[config.mk]
export PLATFORM = sky130hd
export DESIGN_NAME = load_pressure_governor_top_flat
export DESIGN_NICKNAME = d
export VERILOG_FILES = /design/src/design/lpg_pkg.sv /design/src/design/lpg_in_if.sv /design/src/design/lpg_out_if.sv /design/src/design/lpg_cfg_if.sv /design/src/design/lpg_cfg_regs.sv /design/src/design/lpg_core.sv /design/src/design/load_pressure_governor_top.sv /design/src/flat_wrapper.sv
export SDC_FILE = /design/constraint.sdc
export NUM_CORES = 1
export LEC_CHECK = 0
export ABC_AREA = 0
export BUFFER_PORTS_ARGS = -buffer_cell sky130_fd_sc_hd__buf_2
export CAP_MARGIN = 20
export CORE_ASPECT_RATIO = 1.4
export CORE_MARGIN = 10
export CORE_UTILIZATION = 60
export CTS_BUF_LIST = sky130_fd_sc_hd__clkbuf_8
export DETAILED_ROUTE_END_ITERATION = 6
export PLACE_DENSITY = 0.9
export SETUP_SLACK_MARGIN = 0.1
export SYNTH_ARGS = -nofsm -noshare
export SYNTH_HDL_FRONTEND = slang
export SYNTH_HIERARCHICAL = 1
export SYNTH_SLANG_ARGS = --single-unit
[constraint.sdc]
create_clock -name clk -period 11.58 [get_ports clk]
set_clock_uncertainty 0.1 [all_clocks]
set_input_delay 2.895 -clock clk [delete_from_list [all_inputs] [get_ports clk]]
set_output_delay 2.895 -clock clk [all_outputs]
set_load 0.01 [all_outputs]
[src/design/lpg_pkg.sv]
// Package for the load pressure governor: codes, reset values and the
// structs used by the modules; the channel interfaces import it. No dependencies.
package lpg_pkg;

  // Action codes carried by each input item.
  localparam logic [1:0] ACT_SAMPLE = 2'd0;
  localparam logic [1:0] ACT_CULL   = 2'd1;
  localparam logic [1:0] ACT_SHED   = 2'd2;
  localparam logic [1:0] ACT_QUERY  = 2'd3;

  // Pressure level codes.
  localparam logic [1:0] LVL_NORMAL = 2'd0;
  localparam logic [1:0] LVL_SOFT   = 2'd1;
  localparam logic [1:0] LVL_HARD   = 2'd2;

  // Configuration register indexes.
  localparam int unsigned CFG_IDX_W = 3;
  localparam logic [CFG_IDX_W-1:0] CFG_ENABLED   = 3'd0;
  localparam logic [CFG_IDX_W-1:0] CFG_SOFT_THR  = 3'd1;
  localparam logic [CFG_IDX_W-1:0] CFG_HARD_THR  = 3'd2;
  localparam logic [CFG_IDX_W-1:0] CFG_SUSTAIN   = 3'd3;
  localparam logic [CFG_IDX_W-1:0] CFG_CULL_CD   = 3'd4;
  localparam logic [CFG_IDX_W-1:0] CFG_SHED_CD   = 3'd5;
  localparam logic [CFG_IDX_W-1:0] CFG_SOFT_CAP  = 3'd6;
  localparam logic [CFG_IDX_W-1:0] CFG_TOTAL_CAP = 3'd7;

  localparam int unsigned CFG_DATA_W = 32;

  // Configuration reset values.
  localparam logic        RST_ENABLED   = 1'b1;
  localparam logic [15:0] RST_SOFT_THR  = 16'd110;
  localparam logic [15:0] RST_HARD_THR  = 16'd180;
  localparam logic [31:0] RST_SUSTAIN   = 32'd10000;
  localparam logic [31:0] RST_CULL_CD   = 32'd20000;
  localparam logic [31:0] RST_SHED_CD   = 32'd5000;
  localparam logic [9:0]  RST_SOFT_CAP  = 10'd20;
  localparam logic [9:0]  RST_TOTAL_CAP = 10'd160;

  typedef struct packed {
    logic        governor_enabled;
    logic [15:0] soft_threshold_ms;
    logic [15:0] hard_threshold_ms;
    logic [31:0] hard_sustain_ms;
    logic [31:0] cull_cooldown_ms;
    logic [31:0] shed_cooldown_ms;
    logic [9:0]  soft_bot_cap;
    logic [9:0]  total_bot_cap;
  } cfg_t;

  typedef struct packed {
    logic [1:0]  action;
    logic [31:0] now_ms;
    logic [15:0] sample_ms;
    logic [9:0]  match_bots;
    logic [9:0]  active_bots_total;
  } item_t;

  typedef struct packed {
    logic [1:0]  pressure_level;
    logic [15:0] average_ms;
    logic        may_add_bot;
    logic        may_cull;
    logic        may_shed;
  } result_t;

endpackage

[src/design/lpg_in_if.sv]
// Input item channel of the load pressure governor.
// Imports lpg_pkg, though its field widths are written out as numbers.
interface lpg_in_if import lpg_pkg::*; ();
  logic        valid;
  logic        ready;
  logic [1:0]  action;
  logic [31:0] now_ms;
  logic [15:0] sample_ms;
  logic [9:0]  match_bots;
  logic [9:0]  active_bots_total;

  modport source (output valid, action, now_ms, sample_ms, match_bots, active_bots_total,
                  input ready);
  modport sink (input valid, action, now_ms, sample_ms, match_bots, active_bots_total,
                output ready);
endinterface

[src/design/lpg_out_if.sv]
// Result channel of the load pressure governor.
// Imports lpg_pkg, though its field widths are written out as numbers.
interface lpg_out_if import lpg_pkg::*; ();
  logic        valid;
  logic        ready;
  logic [1:0]  pressure_level;
  logic [15:0] average_ms;
  logic        may_add_bot;
  logic        may_cull;
  logic        may_shed;

  modport source (output valid, pressure_level, average_ms, may_add_bot, may_cull, may_shed,
                  input ready);
  modport sink (input valid, pressure_level, average_ms, may_add_bot, may_cull, may_shed,
                output ready);
endinterface

[src/design/lpg_cfg_if.sv]
// Configuration write channel of the load pressure governor.
// Depends on lpg_pkg for the index and data widths.
interface lpg_cfg_if import lpg_pkg::*; ();
  logic                  valid;
  logic                  ready;
  logic [CFG_IDX_W-1:0]  index;
  logic [CFG_DATA_W-1:0] data;

  modport source (output valid, index, data, input ready);
  modport sink (input valid, index, data, output ready);
endinterface

[src/design/lpg_cfg_regs.sv]
// Configuration register file of the load pressure governor.
// Depends on lpg_pkg and lpg_cfg_if.
module lpg_cfg_regs import lpg_pkg::*; (
  input  logic       clk,
  input  logic       rst_n,
  lpg_cfg_if.sink    cfg_if,
  output cfg_t       cfg
);

  cfg_t cfg_r;
  cfg_t cfg_nxt;

  // Writes are always taken.
  assign cfg_if.ready = 1'b1;

  // Register write decode; each register keeps the low bits of the data.
  always_comb begin
    cfg_nxt = cfg_r;
    if (cfg_if.valid) begin
      case (cfg_if.index)
        CFG_ENABLED:   cfg_nxt.governor_enabled  = cfg_if.data[0];
        CFG_SOFT_THR:  cfg_nxt.soft_threshold_ms = cfg_if.data[15:0];
        CFG_HARD_THR:  cfg_nxt.hard_threshold_ms = cfg_if.data[15:0];
        CFG_SUSTAIN:   cfg_nxt.hard_sustain_ms   = cfg_if.data[31:0];
        CFG_CULL_CD:   cfg_nxt.cull_cooldown_ms  = cfg_if.data[31:0];
        CFG_SHED_CD:   cfg_nxt.shed_cooldown_ms  = cfg_if.data[31:0];
        CFG_SOFT_CAP:  cfg_nxt.soft_bot_cap      = cfg_if.data[9:0];
        CFG_TOTAL_CAP: cfg_nxt.total_bot_cap     = cfg_if.data[9:0];
        default:       cfg_nxt = cfg_r;
      endcase
    end
  end

  always_ff @(posedge clk) begin
    if (!rst_n) begin
      cfg_r.governor_enabled  <= RST_ENABLED;
      cfg_r.soft_threshold_ms <= RST_SOFT_THR;
      cfg_r.hard_threshold_ms <= RST_HARD_THR;
      cfg_r.hard_sustain_ms   <= RST_SUSTAIN;
      cfg_r.cull_cooldown_ms  <= RST_CULL_CD;
      cfg_r.shed_cooldown_ms  <= RST_SHED_CD;
      cfg_r.soft_bot_cap      <= RST_SOFT_CAP;
      cfg_r.total_bot_cap     <= RST_TOTAL_CAP;
    end else begin
      cfg_r <= cfg_nxt;
    end
  end

  assign cfg = cfg_r;

endmodule

[src/design/lpg_core.sv]
// Governor state and the single-pass evaluation of one item: average fold,
// pressure level, hard start time, cull/shed times and the three verdicts.
// Depends on lpg_pkg.
module lpg_core import lpg_pkg::*; (
  input  logic    clk,
  input  logic    rst_n,
  input  cfg_t    cfg,
  input  item_t   item,
  input  logic    fire,
  output result_t res
);

  logic [15:0] avg_r, avg_nxt;
  logic [1:0]  lvl_r, lvl_nxt;
  logic [31:0] hs_r, hs_nxt;
  logic [31:0] cull_r, cull_nxt;
  logic [31:0] shed_r, shed_nxt;

  logic        is_sample;
  logic [15:0] diff_up, diff_dn, avg_fold;
  logic [1:0]  lvl_fold;
  logic [31:0] now_nz;
  logic        hs_from_now;
  logic [31:0] sus_old, sus_now, sus_end;
  logic        sustained;
  logic [31:0] cull_end, shed_end;
  logic        cull_ok, shed_ok;
  logic        is_hard;
  logic [10:0] bot_sum;
  logic        over_total;
  logic        admit;

  assign is_sample = (item.action == ACT_SAMPLE) && cfg.governor_enabled;

  // Exponential average: take the sample as is while the average is zero, else step by one eighth.
  always_comb begin
    diff_up = item.sample_ms - avg_r;
    diff_dn = avg_r - item.sample_ms;
    if (avg_r == '0) begin
      avg_fold = item.sample_ms;
    end else if (item.sample_ms >= avg_r) begin
      avg_fold = avg_r + (diff_up >> 3);
    end else begin
      avg_fold = avg_r - (diff_dn >> 3);
    end
  end

  // Hard threshold is tested before soft.
  always_comb begin
    if (avg_fold >= cfg.hard_threshold_ms) begin
      lvl_fold = LVL_HARD;
    end else if (avg_fold >= cfg.soft_threshold_ms) begin
      lvl_fold = LVL_SOFT;
    end else begin
      lvl_fold = LVL_NORMAL;
    end
  end

  // A hard start at time zero is kept as one, since zero means not in hard.
  assign now_nz = {item.now_ms[31:1], item.now_ms[0] | (item.now_ms == '0)};

  // Next state of the average, level and hard start.
  always_comb begin
    avg_nxt     = avg_r;
    lvl_nxt     = lvl_r;
    hs_nxt      = hs_r;
    hs_from_now = 1'b0;
    if (is_sample) begin
      avg_nxt = avg_fold;
      lvl_nxt = lvl_fold;
      if (lvl_fold == LVL_HARD) begin
        if (hs_r == '0) begin
          hs_nxt      = now_nz;
          hs_from_now = 1'b1;
        end
      end else begin
        hs_nxt = '0;
      end
    end
  end

  // Cull and shed times are noted whether or not the governor is enabled.
  assign cull_nxt = (item.action == ACT_CULL) ? item.now_ms : cull_r;
  assign shed_nxt = (item.action == ACT_SHED) ? item.now_ms : shed_r;

  // Sums for the permission tests run in parallel with the state selection.
  assign sus_old  = hs_r + cfg.hard_sustain_ms;
  assign sus_now  = now_nz + cfg.hard_sustain_ms;
  assign sus_end  = hs_from_now ? sus_now : sus_old;
  assign cull_end = ((item.action == ACT_CULL) ? item.now_ms : cull_r) + cfg.cull_cooldown_ms;
  assign shed_end = ((item.action == ACT_SHED) ? item.now_ms : shed_r) + cfg.shed_cooldown_ms;

  assign is_hard   = cfg.governor_enabled && (lvl_nxt == LVL_HARD);
  assign sustained = is_hard && (hs_nxt != '0) && (item.now_ms >= sus_end);
  assign cull_ok   = (cull_nxt == '0) || (item.now_ms >= cull_end);
  assign shed_ok   = (shed_nxt == '0) || (item.now_ms >= shed_end);

  // Admission: always when disabled; else the overall cap first, then the pressure level.
  assign bot_sum    = {1'b0, item.active_bots_total} + {1'b0, item.match_bots};
  assign over_total = (cfg.total_bot_cap != '0) && (bot_sum >= {1'b0, cfg.total_bot_cap});

  always_comb begin
    if (!cfg.governor_enabled) begin
      admit = 1'b1;
    end else if (over_total) begin
      admit = 1'b0;
    end else begin
      case (lvl_nxt)
        LVL_HARD: admit = 1'b0;
        LVL_SOFT: admit = item.match_bots < cfg.soft_bot_cap;
        default:  admit = 1'b1;
      endcase
    end
  end

  assign res.pressure_level = cfg.governor_enabled ? lvl_nxt : LVL_NORMAL;
  assign res.average_ms     = avg_nxt;
  assign res.may_add_bot    = admit;
  assign res.may_cull       = sustained && cull_ok;
  assign res.may_shed       = sustained && shed_ok;

  // State registers advance once per fire, as the evaluated item moves on to the result register.
  always_ff @(posedge clk) begin
    if (!rst_n) begin
      avg_r  <= '0;
      lvl_r  <= LVL_NORMAL;
      hs_r   <= '0;
      cull_r <= '0;
      shed_r <= '0;
    end else if (fire) begin
      avg_r  <= avg_nxt;
      lvl_r  <= lvl_nxt;
      hs_r   <= hs_nxt;
      cull_r <= cull_nxt;
      shed_r <= shed_nxt;
    end
  end

  // A hard start time is held exactly while the stored level is hard.
  a_hard_start: assert property (@(posedge clk) disable iff (!rst_n)
    (lvl_r == LVL_HARD) == (hs_r != '0))
    else $error("hard start time out of step with level");

  // A sample taken while disabled leaves the average and level alone.
  a_disabled_sample: assert property (@(posedge clk) disable iff (!rst_n)
    fire && !cfg.governor_enabled |=> $stable(avg_r) && $stable(lvl_r))
    else $error("disabled sample changed the average");

  // Items other than samples never move the average.
  a_nonsample_avg: assert property (@(posedge clk) disable iff (!rst_n)
    fire && (item.action != ACT_SAMPLE) |=> $stable(avg_r))
    else $error("non-sample item changed the average");

endmodule

[src/design/load_pressure_governor_top.sv]
// Load pressure governor: input register, single-pass evaluation, result register.
// An accepted item is held in the input register, then its result in the result register.
// Throughput: one item per cycle while reports are taken; output stalls back up both stages.
// Reset (synchronous, rst_n low) empties both stages, clears the average, level,
// hard start and cull/shed times, and loads the default configuration.
// Depends on lpg_pkg, lpg_in_if, lpg_out_if, lpg_cfg_if, lpg_cfg_regs and lpg_core.
module load_pressure_governor_top import lpg_pkg::*; (
  input  logic      clk,
  input  logic      rst_n,
  lpg_in_if.sink    in_if,
  lpg_out_if.source out_if,
  lpg_cfg_if.sink   cfg_if
);

  cfg_t    cfg;
  item_t   s1_item_r;
  logic    s1_valid_r, s1_valid_nxt;
  result_t core_res;
  result_t out_res_r;
  logic    out_valid_r, out_valid_nxt;
  logic    out_free;
  logic    s1_adv;
  logic    in_xfer;

  lpg_cfg_regs u_cfg (
    .clk    (clk),
    .rst_n  (rst_n),
    .cfg_if (cfg_if),
    .cfg    (cfg)
  );

  // Stage handshake: the result register frees when empty or being drained.
  assign out_free     = !out_valid_r || out_if.ready;
  assign s1_adv       = s1_valid_r && out_free;
  assign in_if.ready  = !s1_valid_r || out_free;
  assign in_xfer      = in_if.valid && in_if.ready;

  assign s1_valid_nxt  = in_xfer ? 1'b1 : (s1_adv ? 1'b0 : s1_valid_r);
  assign out_valid_nxt = s1_adv ? 1'b1 : (out_if.ready ? 1'b0 : out_valid_r);

  // Valid bits.
  always_ff @(posedge clk) begin
    if (!rst_n) begin
      s1_valid_r  <= 1'b0;
      out_valid_r <= 1'b0;
    end else begin
      s1_valid_r  <= s1_valid_nxt;
      out_valid_r <= out_valid_nxt;
    end
  end

  // Payload registers.
  always_ff @(posedge clk) begin
    if (in_xfer) begin
      s1_item_r.action            <= in_if.action;
      s1_item_r.now_ms            <= in_if.now_ms;
      s1_item_r.sample_ms         <= in_if.sample_ms;
      s1_item_r.match_bots        <= in_if.match_bots;
      s1_item_r.active_bots_total <= in_if.active_bots_total;
    end
    if (s1_adv) begin
      out_res_r <= core_res;
    end
  end

  lpg_core u_core (
    .clk   (clk),
    .rst_n (rst_n),
    .cfg   (cfg),
    .item  (s1_item_r),
    .fire  (s1_adv),
    .res   (core_res)
  );

  assign out_if.valid          = out_valid_r;
  assign out_if.pressure_level = out_res_r.pressure_level;
  assign out_if.average_ms     = out_res_r.average_ms;
  assign out_if.may_add_bot    = out_res_r.may_add_bot;
  assign out_if.may_cull       = out_res_r.may_cull;
  assign out_if.may_shed       = out_res_r.may_shed;

  // An item leaving the input register always lands in the result register.
  a_stage_move: assert property (@(posedge clk) disable iff (!rst_n)
    s1_adv |=> out_valid_r)
    else $error("item lost between stages");

  // Cull or shed permission only comes with a hard level.
  a_perm_hard: assert property (@(posedge clk) disable iff (!rst_n)
    out_valid_r && (out_res_r.may_cull || out_res_r.may_shed) |->
    out_res_r.pressure_level == LVL_HARD)
    else $error("permission granted outside hard pressure");

  // Hard pressure never admits a bot.
  a_hard_no_admit: assert property (@(posedge clk) disable iff (!rst_n)
    out_valid_r && (out_res_r.pressure_level == LVL_HARD) |-> !out_res_r.may_add_bot)
    else $error("bot admitted under hard pressure");

  // Both stages are empty after reset.
  a_reset_empty: assert property (@(posedge clk)
    !rst_n |=> !s1_valid_r && !out_valid_r)
    else $error("stage valid after reset");

endmodule

[src/flat_wrapper.sv]
// flat-port wrapper written by rule: the top's interface ports become plain ports
module load_pressure_governor_top_flat import lpg_pkg::*;
  (clk, rst_n, in_if_valid, in_if_action, in_if_now_ms, in_if_sample_ms, in_if_match_bots, in_if_active_bots_total, in_if_ready, out_if_valid, out_if_pressure_level, out_if_average_ms, out_if_may_add_bot, out_if_may_cull, out_if_may_shed, out_if_ready, cfg_if_valid, cfg_if_index, cfg_if_data, cfg_if_ready);
  lpg_in_if in_if_i ();
  lpg_out_if out_if_i ();
  lpg_cfg_if cfg_if_i ();
  input  logic clk;
  input  logic rst_n;
  input wire logic [$bits(in_if_i.valid)-1:0] in_if_valid;
  input wire logic [$bits(in_if_i.action)-1:0] in_if_action;
  input wire logic [$bits(in_if_i.now_ms)-1:0] in_if_now_ms;
  input wire logic [$bits(in_if_i.sample_ms)-1:0] in_if_sample_ms;
  input wire logic [$bits(in_if_i.match_bots)-1:0] in_if_match_bots;
  input wire logic [$bits(in_if_i.active_bots_total)-1:0] in_if_active_bots_total;
  output wire logic [$bits(in_if_i.ready)-1:0] in_if_ready;
  output wire logic [$bits(out_if_i.valid)-1:0] out_if_valid;
  output wire logic [$bits(out_if_i.pressure_level)-1:0] out_if_pressure_level;
  output wire logic [$bits(out_if_i.average_ms)-1:0] out_if_average_ms;
  output wire logic [$bits(out_if_i.may_add_bot)-1:0] out_if_may_add_bot;
  output wire logic [$bits(out_if_i.may_cull)-1:0] out_if_may_cull;
  output wire logic [$bits(out_if_i.may_shed)-1:0] out_if_may_shed;
  input wire logic [$bits(out_if_i.ready)-1:0] out_if_ready;
  input wire logic [$bits(cfg_if_i.valid)-1:0] cfg_if_valid;
  input wire logic [$bits(cfg_if_i.index)-1:0] cfg_if_index;
  input wire logic [$bits(cfg_if_i.data)-1:0] cfg_if_data;
  output wire logic [$bits(cfg_if_i.ready)-1:0] cfg_if_ready;
  assign in_if_i.valid = in_if_valid;
  assign in_if_i.action = in_if_action;
  assign in_if_i.now_ms = in_if_now_ms;
  assign in_if_i.sample_ms = in_if_sample_ms;
  assign in_if_i.match_bots = in_if_match_bots;
  assign in_if_i.active_bots_total = in_if_active_bots_total;
  assign in_if_ready = in_if_i.ready;
  assign out_if_valid = out_if_i.valid;
  assign out_if_pressure_level = out_if_i.pressure_level;
  assign out_if_average_ms = out_if_i.average_ms;
  assign out_if_may_add_bot = out_if_i.may_add_bot;
  assign out_if_may_cull = out_if_i.may_cull;
  assign out_if_may_shed = out_if_i.may_shed;
  assign out_if_i.ready = out_if_ready;
  assign cfg_if_i.valid = cfg_if_valid;
  assign cfg_if_i.index = cfg_if_index;
  assign cfg_if_i.data = cfg_if_data;
  assign cfg_if_ready = cfg_if_i.ready;
  load_pressure_governor_top u_core (.clk(clk), .rst_n(rst_n), .in_if(in_if_i), .out_if(out_if_i), .cfg_if(cfg_if_i));
endmodule
==> impl_metrics.ini, run 1 <==
[route]
post_drt_wl_per_cell_um = 21.3
first_pass_iters = 7
via_per_inst = 6.36
drt-total-wl_um = 73200
vias = 21900
drc = 10
drtIter0Drc = 1966
drtAntennaViolNets = 0

[worst_setup_path]
cp_max_fo = 7
crit_top_cell = a21o_1
start_kind = flip-flop
end_kind = flip-flop
cp_slowest_cell = fa_1
critical_path_required_ns = 11.85
crit_path_max_incr_delay_ns = 0.45
critical_path_arrival_ns = 11.38
critical_path_class = reg2reg

[clock_network]
cts_tree = built
ctsHoldBuffers = 0
clockRootBuffer = clkbuf_8
clk_latency_ns = 0.64
clk_pin_slew_ns = 0.07
clock-sinks = 356
h-tree-depth = 2
numCtsBuffers = 55
cts.path.max_buffers = 3

[sta]
hold_viol = 0
setup_viol = 0
drv_slew = 0
slew_headroom_pct = 18.7
tightestPinTransition_ns = 1.21
fin_crit_sh_pct = 95.9
rsz0062_at_grt = false
finalCriticalPeriod_ns = 11.10
fin_setup_tns_ns = 0
fmax_mhz = 90.1

[layout]
drive_gt1_share_pct = 10.4
fin_nets = 3264
synthToLayoutAreaGrowth_pct = 9.51
fin_cells = 3435

[die]
die_h_um = 259
fp.dieW_um = 191
io_pins = 134
initial_core_util_pct = 60.8
core_area_sq_um = 40400
placement_rows = 87
dieArea_sq_um = 49500

[logic_synthesis]
synth-seq-area-share_pct = 32.7
synth_top_area_share_pct = 21.6
synth_area_per_cell_sq_um = 8.96
synth.largest_area_cell = dfxtp_1
synth_edf_count = 91
synth_nets = 3154
synth_cell_types = 84
synthTopCellsByCount = ha_1 (299), dfxtp_1 (265), nand2_1 (243), mux2i_1 (232), nor2_1 (205)
syn_area_sq_um = 24500
yosys_register_bits = 356
yosysMostFrequentCell = ha_1
postSynth.asyncResetShare_pct = 0
synthTopCellsByArea = dfxtp_1 (22%), ha_1 (15%), edfxtp_1 (11%)
syn_inst = 2740
yosysWarnings = 6
ys.flop_type = dfxtp_1

[status]
violations = DRC
outcome = finished with violations

[place]
dp_cells = 3323
globalplace.congestion = 0.981
portBuffers = 132
post-dp-hpwl_um = 54000

[job]
max-cap-violations = 0

[global_route]
antenna_found_initial = 5
grt_pass1_vias = 22200
grt_overflow = 0
grt_pass1_wl_um = 114000
grt_usage_pct = 28.5
grt_max_degree = 112

[power_and_ir_drop]
p_per_area_nw_per_um2 = 129
ir_drop_mv = 0.116
power_leakage_nw = 12.5

[worst_hold_path]
min_path_type = reg2reg
[worst paths after layout]
kind                            depth (start not counted)                                to                        startpoint  slack [ns]
worst max register to register                         48  u_core/out_if.may_shed$_DFFE_PP_    u_core/s1_item_r[21]$_DFFE_PP_        0.48
worst max-delay path                                   48  u_core/out_if.may_shed$_DFFE_PP_    u_core/s1_item_r[21]$_DFFE_PP_        0.48
worst min-delay path                                    2  u_core/u_cfg/cfg[2]$_SDFFE_PN0P_  u_core/u_cfg/cfg[2]$_SDFFE_PN0P_        0.36
worst min register to register                          2  u_core/u_cfg/cfg[2]$_SDFFE_PN0P_  u_core/u_cfg/cfg[2]$_SDFFE_PN0P_        0.36
[worst max-delay path, delay by kind of cell, from the launching register on]
family | cells | cell delay [ns]
AOI/OAI and AO/OA | 23 | 5.20
and+or+nand+nor | 12 | 2.35
adders and majority gates | 6 | 1.68
xor gates and xnor gates | 4 | 0.52
muxes | 2 | 0.52
DFF | 1 | 0.40
buffers and inverters | 1 | 0.10
[cell usage in the layout (no fill, tap or decap), types with 91 or more instances in the layout]
master,instances
dfxtp_1,264
edfxtp_1,91
nand2_1,242
o21ai_0,130
buf_2,131
ha_1,299
a21oi_1,187
mux2i_1,231
inv_1,201
a21o_1,100
nor2_1,203
[metrics by stage]
stage	setup WS, ns	hold WS (ns)	util, %	instance area (sq um)	power (mW)
floorplan	1.38	0.335	-	24500	2.08
global placement	0.371	0.345	63.4	25600	2.30
detailed placement	-0.0507	0.353	63.4	25600	2.35
CTS	0.120	0.363	66.2	26700	3.44
global route	0.0473	0.383	66.6	26900	3.62
finish	0.477	0.362	66.6	26900	3.47
[metal layers]
metal	routed length (um)	up-vias	global-route usage, %
met4	5350	0	21.0
met5	0	-	0
li1	-	10100	-
met3	5200	357	4.52
met2	35800	1088	49.6
met1	26900	10300	30.7
[flip-flops by register name (all words and copies together), names as in the netlist]
name and count:
u_core/out_if.average_ms 16, u_core/out_if.may_add_bot 1, u_core/out_if.may_cull 1, u_core/out_if.may_shed 1, u_core/out_if.pressure_level 2, u_core/out_if.valid 1
u_core/s1_item_r 70, u_core/s1_valid_r 1, u_core/u_cfg/cfg 149, u_core/u_core/avg_r 16, u_core/u_core/cull_r 32, u_core/u_core/hs_r 32
u_core/u_core/lvl_r 2, u_core/u_core/shed_r 32
[timing repair]
item	4_1_cts	5_1_grt
hold endpoints to repair	0	0
pin swaps	0	4
resized for setup	2	28
setup buffers	0	4
setup endpoints to repair	2	2
[area by class of cell]
type                            count  area, sq um
Sequential cell                   356         8040
Clock inverter                     33          189
Fill cell                        3057        13500
Tap cell                          534          668
Antenna cell                        6         15.0
Timing Repair Buffer              160          881
Multi-Input combinational cell   2093        15400
Clock buffer                       69          950
Inverter                          184          691
[report_power, final]
group          leakage, nW  switching, mW  internal, mW
logic                 8.83          0.590         0.397
clock network        0.662          0.513         0.580
registers             3.04         0.0547          1.33
total                 12.5           1.16          2.31
[cell families (layout without fill, tap and decap cells)]
family | Yosys count | in the layout | share of synthesized area (%)
and+or+nand+nor | 768 | 768 | 15.2
adders and majority gates | 304 | 304 | 15.6
other | 1 | 7 | 0.0153
xor gates and xnor gates | 128 | 128 | 4.64
buffers and inverters | 291 | 446 | 4.94
DFF | 356 | 356 | 32.7
AOI/OAI and AO/OA | 655 | 655 | 17.1
muxes | 237 | 237 | 9.69
Note: power is estimated with default switching activity, not from simulation.
==> run 2, diff against run 1 <==
--- a/config.mk
+++ b/config.mk
@@ -14,8 +14,7 @@
 export CTS_BUF_LIST = sky130_fd_sc_hd__clkbuf_8
 export DETAILED_ROUTE_END_ITERATION = 6
-export PLACE_DENSITY = 0.9
+export PLACE_DENSITY = 0.89
 export SETUP_SLACK_MARGIN = 0.1
 export SYNTH_ARGS = -nofsm -noshare
 export SYNTH_HDL_FRONTEND = slang
-export SYNTH_HIERARCHICAL = 1
 export SYNTH_SLANG_ARGS = --single-unit
==> constraint.sdc (replaced) <==
create_clock -name clk -period 11.58 [get_ports clk]
set_clock_uncertainty 0.1 [all_clocks]
set_input_delay 0.579 -clock clk [delete_from_list [all_inputs] [get_ports clk]]
set_output_delay 0.579 -clock clk [all_outputs]
set_load 0.01 [all_outputs]
==> run 2 against run 1 <==
- the run now ends clean
- hold slack worse by 0.31 ns
- setup slack worse by 0.0014 ns
- synthesized cell count increased by 5.0%
- register-to-register slack hardly changed
- critical endpoint is now u_core.out_if.may_cull$_DFFE_PP_
- largest power group unchanged
==> impl_metrics.ini, run 2 <==
[status]
outcome = finished clean

[power_and_ir_drop]
ir_drop_mv = 0.100
power_leakage_nw = 13.3
p_total_mw = 3.63
p_per_area_nw_per_um2 = 129

[route]
drtIter0Drc = 1834
post_drt_wl_per_cell_um = 21.5
drt-total-wl_um = 78800
vias = 22900
first_pass_iters = 6
via_per_inst = 6.25
drtAntennaViolNets = 0
drc = 0

[worst_setup_path]
end_kind = flip-flop
crit_path_max_incr_delay_ns = 0.59
critical_path_arrival_ns = 11.52
start_kind = flip-flop
critical_path_required_ns = 12.00
r2r_cells = 47
critical_path_class = reg2reg
cp_slowest_cell = or4b_2
cp_max_fo = 7

[layout]
fin_nets = 3486
fin_area_sq_um = 28200
fin_cells = 3658
drive_gt1_share_pct = 11.3
final_cell_mix = nand2_1 (459), ha_1 (293), dfxtp_1 (261)
final_util_pct = 69.7
final_common_cell = nand2_1
largest_register_ff_count = 149
synthToLayoutAreaGrowth_pct = 14.1
fillers = 3127

[worst_hold_path]
min_path_cells = 3
min_path_type = in2reg

[clock_network]
clockRootBuffer = clkbuf_8
clk_pin_slew_ns = 0.07
h-tree-depth = 2
clk_latency_ns = 0.70
numCtsBuffers = 58
clock-sinks = 356
cts_tree = built
cts.path.max_buffers = 3

[logic_synthesis]
synth.largest_area_cell = dfxtp_1
synth_edf_count = 91
synth_top_area_share_pct = 21.4
ys.flop_type = dfxtp_1
postSynth.asyncResetShare_pct = 0
yosysWarnings = 0
yosys_register_bits = 356
syn_area_sq_um = 24700
syn_inst = 2877
yosysMostFrequentCell = nand2_1
synth_cell_types = 90
synth_nets = 3291
synth-seq-area-share_pct = 32.5
synth_area_per_cell_sq_um = 8.60
synthTopCellsByCount = nand2_1 (459), ha_1 (299), dfxtp_1 (265), a21oi_1 (188), inv_1 (187)
synthTopCellsByArea = dfxtp_1 (21%), ha_1 (15%), edfxtp_1 (11%)

[die]
initial_core_util_pct = 61.1
die_h_um = 260
core_area_sq_um = 40500
fp.dieW_um = 192
io_pins = 134
placement_rows = 87
dieArea_sq_um = 49900

[place]
globalplace.congestion = 1.05
placed_area_sq_um = 26000
dp_cells = 3471
portBuffers = 132
post-dp-hpwl_um = 56300

[global_route]
grt_pass1_wl_um = 122000
antenna_found_initial = 4
grt_pass1_vias = 23000
grt_max_degree = 131
grt_overflow = 0
grt_usage_pct = 30.6

[sta]
tightestPinTransition_ns = 1.20
fin_crit_sh_pct = 95.9
finalCriticalPeriod_ns = 11.10
hold_viol = 0
fmax_mhz = 90.1
setup_viol = 0
rsz0062_at_grt = false
fin_setup_tns_ns = 0
drv_slew = 0
slew_headroom_pct = 19.1

[job]
max-cap-violations = 0
[run 2: metal layers]
metal | wire length [um] | GRT usage (%) | share of wire (%) | vias to the layer above
li1 | - | - | - | 10700
met1 | 27700 | 31.9 | 35 | 10800
met2 | 39400 | 54.3 | 50 | 1039
met3 | 5840 | 5.63 | 7.4 | 337
met4 | 5800 | 21.8 | 7.4 | 0
met5 | 0 | 0 | 0 | -
[run 2: path summary, 6_finish.rpt]
| check | start | to | slack, ns |
|---|---|---|---|
| setup / recovery | u_core.u_core.avg_r[1]$_SDFFE_PN0P_ | u_core.out_if.may_cull$_DFFE_PP_ | 0.48 |
| hold / removal | in_if_valid | u_core.s1_valid_r$_SDFFE_PN0P_ | 0.05 |
| setup reg to reg | u_core.u_core.avg_r[1]$_SDFFE_PN0P_ | u_core.out_if.may_cull$_DFFE_PP_ | 0.48 |
| hold reg to reg | u_core.u_cfg.cfg[124]$_SDFFE_PN0P_ | u_core.u_cfg.cfg[124]$_SDFFE_PN0P_ | 0.37 |
[run 2: power by group]
part	switching (mW)	internal, mW	leakage [nW]	total, mW
clock	0.563	0.681	0.721	1.24
sequential	0.0545	1.33	3.04	1.39
combinational	0.587	0.409	9.57	0.996
[run 2: what timing repair did]
item                                    CTS  global route
endpoints found under the setup margin    1             2
endpoints found under the hold margin    70             0
hold buffers                             70             0
resized for setup                         1            42
setup buffers                             0             3
pin swaps                                 0             3
[run 2: kinds of logic (layout without fill, tap and decap cells)]
| kind of cell | Yosys count | count (layout) | synth area share [%] |
|---|---|---|---|
| xor gates and xnor gates | 129 | 129 | 4.60 |
| adders and majority gates | 304 | 304 | 15.5 |
| muxes | 70 | 70 | 2.83 |
| DFF | 356 | 356 | 32.5 |
| AOI/OAI and AO/OA | 845 | 845 | 23.8 |
| buffers and inverters | 302 | 544 | 4.72 |
| other | 1 | 6 | 0.0152 |
| and+or+nand+nor | 870 | 870 | 16.0 |
[run 2: layout make-up]
| class | count | area, sq um | share of cell area [%] |
|---|---|---|---|
| antenna | 5 | 12.5 | 0.0443 |
| clock buffer | 76 | 1050 | 3.71 |
| clock inverter | 31 | 264 | 0.935 |
| inverter | 187 | 704 | 2.50 |
| multi-input combinational | 2219 | 15700 | 55.7 |
| sequential | 356 | 8040 | 28.5 |
| tap | 534 | 668 | 2.37 |
| timing repair buffer | 250 | 1760 | 6.23 |
[run 2: per-stage QoR]
step,hold slack [ns],worst slack (ns)
detailed placement,0.360,0.141
floorplan,0.343,1.12
finish,0.0489,0.475
global placement,0.353,0.457
CTS,0.0241,0.163
global route,0.0495,0.0154
[run 2: critical path: cells and delay by family, from the launching register on]
| family | cells | cell delay (ns) |
|---|---|---|
| DFF | 1 | 0.41 |
| xor gates and xnor gates | 4 | 0.61 |
| AOI/OAI and AO/OA | 25 | 5.02 |
| adders and majority gates | 6 | 1.74 |
| buffers and inverters | 2 | 0.26 |
| and+or+nand+nor | 10 | 2.80 |
